<file path="src/hdl/wavhp_pkg.sv">
// Shared types, codes and helpers for the WAV header stream parser.
// No dependencies; used by every module under hdl.
`default_nettype none

package wavhp_pkg;

  // Magic words, first character in the low byte
  localparam logic [31:0] MagicRiff = 32'h4646_4952;  // "RIFF"
  localparam logic [31:0] MagicWave = 32'h4556_4157;  // "WAVE"
  localparam logic [31:0] MagicFmt  = 32'h2074_6D66;  // "fmt "
  localparam logic [31:0] MagicData = 32'h6174_6164;  // "data"

  // fmt chunk size thresholds for the optional extension
  localparam logic [31:0] FmtBaseSize = 32'd16;
  localparam logic [31:0] FmtCbSize   = 32'd18;

  // Last field position of the variable-length header sections
  localparam logic [4:0] FmtBodyLast = 5'd15;
  localparam logic [4:0] ExtLast     = 5'd21;

  // Magic word selectors
  localparam logic [1:0] SelRiff = 2'd0;
  localparam logic [1:0] SelWave = 2'd1;
  localparam logic [1:0] SelFmt  = 2'd2;
  localparam logic [1:0] SelData = 2'd3;

  typedef enum logic [3:0] {
    PH_RIFF,
    PH_RIFF_SIZE,
    PH_WAVE,
    PH_FMT,
    PH_FMT_SIZE,
    PH_FMT_BODY,
    PH_CBSIZE,
    PH_EXT,
    PH_DATA,
    PH_DATA_SIZE,
    PH_PAYLOAD,
    PH_PAD,
    PH_DONE,
    PH_ERROR
  } phase_e;

  typedef enum logic [2:0] {
    ST_HEADER  = 3'd0,
    ST_SAMPLE  = 3'd1,
    ST_PAD     = 3'd2,
    ST_ERROR   = 3'd3,
    ST_IGNORED = 3'd4
  } status_e;

  // Captured header fields
  typedef struct packed {
    logic [31:0] data_size;
    logic [31:0] channel_mask;
    logic [15:0] valid_bits;
    logic [15:0] bits_per_sample;
    logic [15:0] block_align;
    logic [31:0] byte_rate;
    logic [31:0] sample_rate;
    logic [15:0] channel_count;
    logic [15:0] format_tag;
  } caps_t;

  // One result item
  typedef struct packed {
    status_e     status;
    logic [7:0]  sample_byte;
    logic        last_sample;
    caps_t       caps;
  } result_t;

  // Input item
  typedef struct packed {
    logic        start_of_file;
    logic [7:0]  in_byte;
  } item_t;

  function automatic logic [7:0] magic_char(input logic [1:0] sel, input logic [1:0] pos);
    logic [31:0] w;
    case (sel)
      SelRiff: w = MagicRiff;
      SelWave: w = MagicWave;
      SelFmt:  w = MagicFmt;
      default: w = MagicData;
    endcase
    return w[{pos, 3'b000} +: 8];
  endfunction

  function automatic logic [31:0] put_lane32(input logic [31:0] w, input logic [1:0] lane,
                                             input logic [7:0] b);
    logic [31:0] r;
    r = w;
    r[{lane, 3'b000} +: 8] = b;
    return r;
  endfunction

  function automatic logic [15:0] put_lane16(input logic [15:0] w, input logic lane,
                                             input logic [7:0] b);
    logic [15:0] r;
    r = w;
    if (lane) begin
      r[15:8] = b;
    end else begin
      r[7:0] = b;
    end
    return r;
  endfunction

endpackage

`default_nettype wire

</file>
<file path="src/hdl/wavhp_in_stage.sv">
// Input register of the WAV header parser: holds one accepted byte transaction.
// Depends on wavhp_pkg.
`default_nettype none

module wavhp_in_stage (
  input  wire logic            clk_i,
  input  wire logic            rst_ni,
  input  wire logic            valid_i,
  output logic                 ready_o,
  input  wire wavhp_pkg::item_t item_i,
  output logic                 valid_o,
  input  wire logic            ready_i,
  output wavhp_pkg::item_t     item_o
);

  logic             valid_q;
  wavhp_pkg::item_t item_q;

  // Take a new transaction when empty or when the held one moves on
  assign ready_o = !valid_q || ready_i;

  always_ff @(posedge clk_i or negedge rst_ni) begin
    if (!rst_ni) begin
      valid_q <= 1'b0;
    end else if (ready_o) begin
      valid_q <= valid_i;
    end
  end

  always_ff @(posedge clk_i) begin
    if (ready_o && valid_i) begin
      item_q <= item_i;
    end
  end

  assign valid_o = valid_q;
  assign item_o  = item_q;

endmodule

`default_nettype wire

</file>
<file path="src/hdl/wavhp_parser.sv">
// Parse state and single-step header logic of the WAV header parser.
// Depends on wavhp_pkg.
`default_nettype none

module wavhp_parser (
  input  wire logic              clk_i,
  input  wire logic              rst_ni,
  input  wire logic              step_i,
  input  wire wavhp_pkg::item_t  item_i,
  output wavhp_pkg::result_t     result_o
);

  wavhp_pkg::phase_e  phase_q, phase_d, ph;
  logic [4:0]         pos_q, pos_d, pos;
  logic               mism_q, mism_d, mism;
  logic [31:0]        asm_q, asm_d, asm_w, asm_new;
  logic [31:0]        fmt_q, fmt_d, fmt_w;
  logic [31:0]        rem_q, rem_d, rem_w;
  logic               pad_q, pad_d, pad_w;
  wavhp_pkg::caps_t   caps_q, caps_d, caps_w;

  logic [7:0]         b;
  logic [1:0]         magic_sel;
  wavhp_pkg::phase_e  magic_next;
  logic               bad;
  logic [4:0]         pos_off;
  wavhp_pkg::status_e status;
  logic [7:0]         sample;
  logic               last;

  assign b = item_i.in_byte;

  // State as seen by this byte: a start flag clears everything first
  always_comb begin
    if (item_i.start_of_file) begin
      ph    = wavhp_pkg::PH_RIFF;
      pos   = '0;
      mism  = 1'b0;
      asm_w = '0;
      fmt_w = '0;
      rem_w = '0;
      pad_w = 1'b0;
      caps_w = '0;
    end else begin
      ph    = phase_q;
      pos   = pos_q;
      mism  = mism_q;
      asm_w = asm_q;
      fmt_w = fmt_q;
      rem_w = rem_q;
      pad_w = pad_q;
      caps_w = caps_q;
    end
  end

  // Magic word and follow-on phase for the four magic phases
  always_comb begin
    case (ph)
      wavhp_pkg::PH_RIFF: begin
        magic_sel  = wavhp_pkg::SelRiff;
        magic_next = wavhp_pkg::PH_RIFF_SIZE;
      end
      wavhp_pkg::PH_WAVE: begin
        magic_sel  = wavhp_pkg::SelWave;
        magic_next = wavhp_pkg::PH_FMT;
      end
      wavhp_pkg::PH_FMT: begin
        magic_sel  = wavhp_pkg::SelFmt;
        magic_next = wavhp_pkg::PH_FMT_SIZE;
      end
      default: begin
        magic_sel  = wavhp_pkg::SelData;
        magic_next = wavhp_pkg::PH_DATA_SIZE;
      end
    endcase
  end

  assign bad     = mism || (b != wavhp_pkg::magic_char(magic_sel, pos[1:0]));
  assign asm_new = wavhp_pkg::put_lane32(asm_w, pos[1:0], b);
  assign pos_off = pos - 5'd2;

  // One parse step
  always_comb begin
    phase_d = ph;
    pos_d   = pos;
    mism_d  = mism;
    asm_d   = asm_w;
    fmt_d   = fmt_w;
    rem_d   = rem_w;
    pad_d   = pad_w;
    caps_d  = caps_w;
    status  = wavhp_pkg::ST_HEADER;
    sample  = '0;
    last    = 1'b0;
    case (ph)
      wavhp_pkg::PH_RIFF, wavhp_pkg::PH_WAVE, wavhp_pkg::PH_FMT, wavhp_pkg::PH_DATA: begin
        if (pos[1:0] == 2'd3) begin
          pos_d  = '0;
          mism_d = 1'b0;
          if (bad) begin
            phase_d = wavhp_pkg::PH_ERROR;
            status  = wavhp_pkg::ST_ERROR;
          end else begin
            phase_d = magic_next;
          end
        end else begin
          mism_d = bad;
          pos_d  = {3'b000, pos[1:0]} + 5'd1;
        end
      end
      wavhp_pkg::PH_RIFF_SIZE: begin
        if (pos >= 5'd3) begin
          pos_d   = '0;
          phase_d = wavhp_pkg::PH_WAVE;
        end else begin
          pos_d = pos + 5'd1;
        end
      end
      wavhp_pkg::PH_FMT_SIZE: begin
        if (pos >= 5'd3) begin
          fmt_d   = asm_new;
          asm_d   = '0;
          pos_d   = '0;
          phase_d = wavhp_pkg::PH_FMT_BODY;
        end else begin
          asm_d = asm_new;
          pos_d = pos + 5'd1;
        end
      end
      wavhp_pkg::PH_FMT_BODY: begin
        // tag, channels, sample rate, byte rate, align, bits
        if (pos < 5'd4) begin
          if (pos[1]) begin
            caps_d.channel_count = wavhp_pkg::put_lane16(caps_w.channel_count, pos[0], b);
          end else begin
            caps_d.format_tag = wavhp_pkg::put_lane16(caps_w.format_tag, pos[0], b);
          end
        end else if (pos < 5'd8) begin
          caps_d.sample_rate = wavhp_pkg::put_lane32(caps_w.sample_rate, pos[1:0], b);
        end else if (pos < 5'd12) begin
          caps_d.byte_rate = wavhp_pkg::put_lane32(caps_w.byte_rate, pos[1:0], b);
        end else if (pos[1]) begin
          caps_d.bits_per_sample = wavhp_pkg::put_lane16(caps_w.bits_per_sample, pos[0], b);
        end else begin
          caps_d.block_align = wavhp_pkg::put_lane16(caps_w.block_align, pos[0], b);
        end
        if (pos >= wavhp_pkg::FmtBodyLast) begin
          pos_d   = '0;
          phase_d = (fmt_w > wavhp_pkg::FmtBaseSize) ? wavhp_pkg::PH_CBSIZE
                                                     : wavhp_pkg::PH_DATA;
        end else begin
          pos_d = pos + 5'd1;
        end
      end
      wavhp_pkg::PH_CBSIZE: begin
        if (pos >= 5'd1) begin
          pos_d   = '0;
          phase_d = (fmt_w > wavhp_pkg::FmtCbSize) ? wavhp_pkg::PH_EXT
                                                   : wavhp_pkg::PH_DATA;
        end else begin
          pos_d = pos + 5'd1;
        end
      end
      wavhp_pkg::PH_EXT: begin
        // valid bits, channel mask, then SubFormat is skipped
        if (pos < 5'd2) begin
          caps_d.valid_bits = wavhp_pkg::put_lane16(caps_w.valid_bits, pos[0], b);
        end else if (pos < 5'd6) begin
          caps_d.channel_mask = wavhp_pkg::put_lane32(caps_w.channel_mask, pos_off[1:0], b);
        end
        if (pos >= wavhp_pkg::ExtLast) begin
          pos_d   = '0;
          phase_d = wavhp_pkg::PH_DATA;
        end else begin
          pos_d = pos + 5'd1;
        end
      end
      wavhp_pkg::PH_DATA_SIZE: begin
        caps_d.data_size = wavhp_pkg::put_lane32(caps_w.data_size, pos[1:0], b);
        if (pos >= 5'd3) begin
          rem_d   = asm_new;
          pad_d   = asm_new[0];
          asm_d   = '0;
          pos_d   = '0;
          phase_d = (asm_new == '0) ? wavhp_pkg::PH_DONE : wavhp_pkg::PH_PAYLOAD;
        end else begin
          asm_d = asm_new;
          pos_d = pos + 5'd1;
        end
      end
      wavhp_pkg::PH_PAYLOAD: begin
        status = wavhp_pkg::ST_SAMPLE;
        sample = b;
        rem_d  = rem_w - 32'd1;
        if (rem_w == 32'd1) begin
          last    = 1'b1;
          phase_d = pad_w ? wavhp_pkg::PH_PAD : wavhp_pkg::PH_DONE;
        end
      end
      wavhp_pkg::PH_PAD: begin
        status  = wavhp_pkg::ST_PAD;
        pad_d   = 1'b0;
        phase_d = wavhp_pkg::PH_DONE;
      end
      wavhp_pkg::PH_ERROR: begin
        status = wavhp_pkg::ST_ERROR;
      end
      default: begin
        status = wavhp_pkg::ST_IGNORED;
      end
    endcase
  end

  // Parse state registers, advanced once per transaction
  always_ff @(posedge clk_i or negedge rst_ni) begin
    if (!rst_ni) begin
      phase_q <= wavhp_pkg::PH_RIFF;
      pos_q   <= '0;
      mism_q  <= 1'b0;
      asm_q   <= '0;
      fmt_q   <= '0;
      rem_q   <= '0;
      pad_q   <= 1'b0;
      caps_q  <= '0;
    end else if (step_i) begin
      phase_q <= phase_d;
      pos_q   <= pos_d;
      mism_q  <= mism_d;
      asm_q   <= asm_d;
      fmt_q   <= fmt_d;
      rem_q   <= rem_d;
      pad_q   <= pad_d;
      caps_q  <= caps_d;
    end
  end

  assign result_o.status      = status;
  assign result_o.sample_byte = sample;
  assign result_o.last_sample = last;
  assign result_o.caps        = caps_d;

  // Error state holds every byte until a start flag
  a_error_sticky: assert property (@(posedge clk_i) disable iff (!rst_ni)
    step_i && phase_q == wavhp_pkg::PH_ERROR && !item_i.start_of_file
    |-> status == wavhp_pkg::ST_ERROR)
    else $error("error state left without start");

  // Last mark only on a sample byte
  a_last_is_sample: assert property (@(posedge clk_i) disable iff (!rst_ni)
    last |-> status == wavhp_pkg::ST_SAMPLE)
    else $error("last mark outside payload");

  // Final payload byte ends the payload
  a_payload_end: assert property (@(posedge clk_i) disable iff (!rst_ni)
    step_i && !item_i.start_of_file && phase_q == wavhp_pkg::PH_PAYLOAD && rem_q == 32'd1
    |=> phase_q == wavhp_pkg::PH_PAD || phase_q == wavhp_pkg::PH_DONE)
    else $error("payload did not end on final byte");

  // A start byte never leaves the parser past the riff magic prefix
  a_start_restarts: assert property (@(posedge clk_i) disable iff (!rst_ni)
    step_i && item_i.start_of_file
    |=> (phase_q == wavhp_pkg::PH_RIFF && pos_q == 5'd1) || phase_q == wavhp_pkg::PH_ERROR)
    else $error("start flag did not restart the parse");

endmodule

`default_nettype wire

</file>
<file path="src/hdl/wavhp_out_stage.sv">
// Result register of the WAV header parser: holds one result transaction.
// Depends on wavhp_pkg.
`default_nettype none

module wavhp_out_stage (
  input  wire logic               clk_i,
  input  wire logic               rst_ni,
  input  wire logic               valid_i,
  output logic                    ready_o,
  input  wire wavhp_pkg::result_t result_i,
  output logic                    valid_o,
  input  wire logic               ready_i,
  output wavhp_pkg::result_t      result_o
);

  logic               valid_q;
  wavhp_pkg::result_t result_q;

  // Load when empty or when the held result is taken
  assign ready_o = !valid_q || ready_i;

  always_ff @(posedge clk_i or negedge rst_ni) begin
    if (!rst_ni) begin
      valid_q <= 1'b0;
    end else if (ready_o) begin
      valid_q <= valid_i;
    end
  end

  always_ff @(posedge clk_i) begin
    if (ready_o && valid_i) begin
      result_q <= result_i;
    end
  end

  assign valid_o  = valid_q;
  assign result_o = result_q;

endmodule

`default_nettype wire

</file>
<file path="src/hdl/wav_header_stream_parser_top.sv">
// WAV header stream parser, top level: input register, parser step, result register.
// Depends on wavhp_pkg, wavhp_in_stage, wavhp_parser, wavhp_out_stage.
//
// Feed a WAV file one byte per transaction, with tuser high on its first byte. Every
// byte yields exactly one result transaction. An accepted byte is held in the input
// register, and its result is registered in the result register. tuser carries
// the byte status (header, sample, pad, header error, ignored after end), tlast marks
// the final payload byte, and tdata carries the sample byte plus all header fields
// captured so far. The block sustains one byte per clock while the result side takes
// every result; that figure is set by the parser step, which updates the parse state
// once per byte, with a register in front of and behind it. Backpressure on the result
// side stalls input only once both registers are full.
`default_nettype none

module wav_header_stream_parser_top (
  input  wire logic         clk_i,
  input  wire logic         rst_ni,
  input  wire logic         s_axis_tvalid_i,
  output logic              s_axis_tready_o,
  input  wire logic [7:0]   s_axis_tdata_i,   // [7:0] in_byte
  input  wire logic         s_axis_tuser_i,   // [0] start_of_file
  output logic              m_axis_tvalid_o,
  input  wire logic         m_axis_tready_i,
  // [7:0] sample_byte, [23:8] format_tag, [39:24] channel_count, [71:40] sample_rate,
  // [103:72] byte_rate, [119:104] block_align, [135:120] bits_per_sample,
  // [151:136] valid_bits, [183:152] channel_mask, [215:184] data_size
  output logic [215:0]      m_axis_tdata_o,
  output logic [2:0]        m_axis_tuser_o,   // [2:0] byte_status
  output logic              m_axis_tlast_o    // last_sample
);

  wavhp_pkg::item_t   in_item, held_item;
  wavhp_pkg::result_t step_result, out_result;
  logic               held_valid;
  logic               out_ready;
  logic               step;

  assign in_item.start_of_file = s_axis_tuser_i;
  assign in_item.in_byte       = s_axis_tdata_i;

  wavhp_in_stage u_in_stage (
    .clk_i   (clk_i),
    .rst_ni  (rst_ni),
    .valid_i (s_axis_tvalid_i),
    .ready_o (s_axis_tready_o),
    .item_i  (in_item),
    .valid_o (held_valid),
    .ready_i (out_ready),
    .item_o  (held_item)
  );

  // Parser advances when the held byte moves into the result register
  assign step = held_valid && out_ready;

  wavhp_parser u_parser (
    .clk_i    (clk_i),
    .rst_ni   (rst_ni),
    .step_i   (step),
    .item_i   (held_item),
    .result_o (step_result)
  );

  wavhp_out_stage u_out_stage (
    .clk_i    (clk_i),
    .rst_ni   (rst_ni),
    .valid_i  (held_valid),
    .ready_o  (out_ready),
    .result_i (step_result),
    .valid_o  (m_axis_tvalid_o),
    .ready_i  (m_axis_tready_i),
    .result_o (out_result)
  );

  // Pack result fields, highest first
  assign m_axis_tdata_o = {out_result.caps.data_size,
                           out_result.caps.channel_mask,
                           out_result.caps.valid_bits,
                           out_result.caps.bits_per_sample,
                           out_result.caps.block_align,
                           out_result.caps.byte_rate,
                           out_result.caps.sample_rate,
                           out_result.caps.channel_count,
                           out_result.caps.format_tag,
                           out_result.sample_byte};
  assign m_axis_tuser_o = out_result.status;
  assign m_axis_tlast_o = out_result.last_sample;

endmodule

`default_nettype wire

</file>
<file path="config.mk">
export PLATFORM = sky130hd
export DESIGN_NAME = wav_header_stream_parser_top
export DESIGN_NICKNAME = d
export VERILOG_FILES = /design/src/hdl/wavhp_pkg.sv /design/src/hdl/wavhp_in_stage.sv /design/src/hdl/wavhp_parser.sv /design/src/hdl/wavhp_out_stage.sv /design/src/hdl/wav_header_stream_parser_top.sv
export SDC_FILE = /design/constraint.sdc
export NUM_CORES = 1
export LEC_CHECK = 0
export BUFFER_PORTS_ARGS = -buffer_cell sky130_fd_sc_hd__buf_2
export CAP_MARGIN = 40
export CORE_MARGIN = 10
export CORE_UTILIZATION = 62
export CTS_BUF_LIST = sky130_fd_sc_hd__clkbuf_4 sky130_fd_sc_hd__clkbuf_8
export DETAILED_ROUTE_END_ITERATION = 10
export PLACE_DENSITY = 0.87
export SYNTH_ARGS = -nofsm -noshare
export SYNTH_HDL_FRONTEND = slang
export SYNTH_HIERARCHICAL = 1
export SYNTH_SLANG_ARGS = --single-unit
</file>
<file path="constraint.sdc">
create_clock -name clk_i -period 3.7 [get_ports clk_i]
set_input_delay 0.555 -clock clk_i [delete_from_list [all_inputs] [get_ports clk_i]]
set_output_delay 0.555 -clock clk_i [all_outputs]
set_load 0.02 [all_outputs]
</file>
==> run metrics <==
reg-to-reg endpoint u_parser/caps_q[124]$_DFFE_PN0P_; commonest non-fill, non-tap cell in the layout nand2_1; CP top delay family simple AND/OR/NAND/NOR gates; Max stage delay on crit path about 0.76 ns; Worst EP required between 4 and 5 ns; drt drc 0; Worst-Margin Slew 0.985 ns; Clock Path Buffers 3; slowest stage cell, crit path nor2_1; area grow syn2layout 15.5%; Max H-tree Level 3; Synth warnings 6; run status finished, final reports clean; final hold violations 0; Synth Net Count 2161; Pre-antenna DRT Iters 5; CP endpoint kind flop; GRT Total Usage 0.294; Hold Path Sink u_in_stage/item_o[6]$_DFFE_PP_; crit path max fanout 34; Worst EP arrival roughly 3.8 ns; row count 72; fin. max-slew vios 0; synthesized flop and latch total 546; async set-reset flop share out of synthesis 0.581; Hold Path Stages 1; prevailing post-synth register cell dfrtp_1; critical path cell sequence buf_4 -> nor2b_1 -> nand2_1 -> a21o_1 -> nor2_1 -> o21ai_0 -> mux2_2; Fin Clk Skew 0.0329 ns; fmax 0.313 GHz; 1st-iter DRT viols 2494; reg2reg path depth 7; Post-synth EDFFs approximately 230; post-place setup slack between 0.6 and 0.7 ns; final WL ~71000 um; Synth cell types 81; port bufs 234; layout cell share with drive strength beyond 1 0.303; Placer Congestion 0.957; Crit path buffers/inverters 1; flop2flop setup slack around 0.5 ns; initial antenna violation count 5; clock slew at reported path FFs 0.07 ns; final setup violation count 0; sequential area share after synthesis 0.603; filler cell count in the final layout 2541; CTS sink cnt 546; Synth area leaders dfrtp_1, edfxtp_1, mux2_2; Critical Path Source Type flop; Remaining Overflow, GRT 0; post-route cell area 28400 um2; Initial Util 0.631; Critical R2R Launch u_in_stage/item_o[8]$_DFFE_PP_; global-route wire length before repair 111000 um; Area after DPL 26300 um2; die area around 48000 um2; TritonCTS buffer count 87; fin crit period 3.20 ns; most frequent cells in the layout nand2_1, dfrtp_1, buf_2, edfxtp_1, o21ai_0; Setup CP Type reg -> reg; Cell Pwr Density 568 nW/um2; Util after Layout 0.729; WL met3 7930 um; largest net degree at the start of global routing 98; PnR worst setup slack 0.500 ns; PostCTS Resize Cnt 0; Setup TNS 0 ns; Via density 6.44; share of the synthesized area in the top cell type 0.323; Top Ports 235; chip height about 220 um; DR WL/cell 24.1 um; area leader, netlist dfrtp_1; Post-Synthesis Cells 2145; Post-Synthesis Cell Area 24500 um2; fin crit share 0.865; Slew HR 0.341; P_leak 0.0124 uW; vias in the first global route 19200; nets@finish about 2400; HP Class in -> reg; WL met1 26100 um; CTS Root Cell clkbuf_8; Max-Cap Viols 0; clock latency on the worst-skew pair 0.68 ns; Core Footprint about 40000 um2; CTS tree done; Mean Syn Cell Area 11.4 um2; unrepaired setup endpoints after global routing false; Worst Min Path Start s_axis_tdata_i[6]; Final HPWL DP 45100 um; DRT antenna net count 0; metal2 WL 34200 um; DR vias 19100; Die X 219 um; highest routed layer met5; peak supply drop 0.485 mV
## worst max path at each step
stage,startpoint,end,cells past startpoint
CTS,u_in_stage/item_o[8]$_DFFE_PP_,u_parser/caps_q[124]$_DFFE_PN0P_,7
floorplan,u_in_stage/item_o[8]$_DFFE_PP_,u_parser/rem_q[26]$_DFFE_PN0P_,13
global placement,u_in_stage/item_o[8]$_DFFE_PP_,u_parser/phase_q[1]$_DFFE_PN0P_,8
detailed placement,u_in_stage/item_o[8]$_DFFE_PP_,u_parser/caps_q[72]$_DFFE_PN0P_,5
global route,u_in_stage/item_o[8]$_DFFE_PP_,u_parser/caps_q[124]$_DFFE_PN0P_,7
finish,u_in_stage/item_o[8]$_DFFE_PP_,u_parser/caps_q[124]$_DFFE_PN0P_,7
## cell families after synthesis
family | synth area share
buf+inv | 0.0313
compound gates | 0.144
mux | 0.0910
simple gates | 0.127
xor+xnor | 0.00107
flops | 0.603
fa+ha+maj | 0.00153
## routing by layer
layer / up-vias / track usage
met2: 1218 / 0.473
met1: 9350 / 0.366
li1: 8254 / -
met4: 6 / 0.138
met5: - / 0
met3: 251 / 0.0795
## state kept, by name (all words and copies together), names as in the netlist, 4 cells and up
name,flops
u_parser/phase_q,4
u_parser/fmt_q,32
u_parser/pos_q,5
u_out_stage/result_o,220
u_parser/rem_q,32
u_in_stage/item_o,9
u_parser/caps_q,208
u_parser/asm_q,32
## Yosys cell counts, types with 5 or more instances
library cell,count
or3_1,6
o21bai_1,5
buf_2,35
a21oi_1,30
nand3_1,38
nand2b_1,12
o22ai_1,20
mux2_2,176
dfrtp_1,317
nor2_1,159
o31ai_1,8
nor3_1,34
and2_1,8
nor2b_1,19
o211ai_1,6
edfxtp_1,229
nand4_1,6
a22o_1,89
a31oi_1,18
a32o_1,6
nand2_1,331
a31o_2,73
o21ai_1,11
nor4_1,21
and3_1,9
o21ai_0,209
inv_1,20
buf_1,14
clkbuf_1,116
mux2i_1,25
a21o_1,6
## power by group
group | switching (uW) | total [uW] | internal [uW]
clock network | 2520 | 5980 | 3460
registers | 352 | 7100 | 6750
logic | 2050 | 3010 | 963
## through the flow
stage                     hold slack (ns)  cells  total power [uW]
after CTS                          0.0399   2961             16100
after floorplan                     0.259   2145              9080
after detailed placement            0.469   2797             10100
after global routing               0.0482   2961             16700
after global placement              0.457   2796             10100
final                              0.0744   2963             16100
## layout make-up
cell class / instances / area, um2 / area share
well taps: 518 / 648 / 0.0229
inverters: 20 / 80.1 / 0.00282
clock buffers: 127 / 1600 / 0.0566
clock inverters: 36 / 443 / 0.0156
diodes: 2 / 5.00 / 0.000177
repair buffers: 304 / 1800 / 0.0634
multi-input cells: 1410 / 8970 / 0.316
flip-flops and latches: 546 / 14800 / 0.522
## what timing repair did
action | in CTS | in global routing
setup endpoints to repair | 0 | 0
setup buffers | 0 | 0
hold buffers | 1 | 0
hold endpoints to repair | 59 | 0
(Power assumes the default switching activity.)
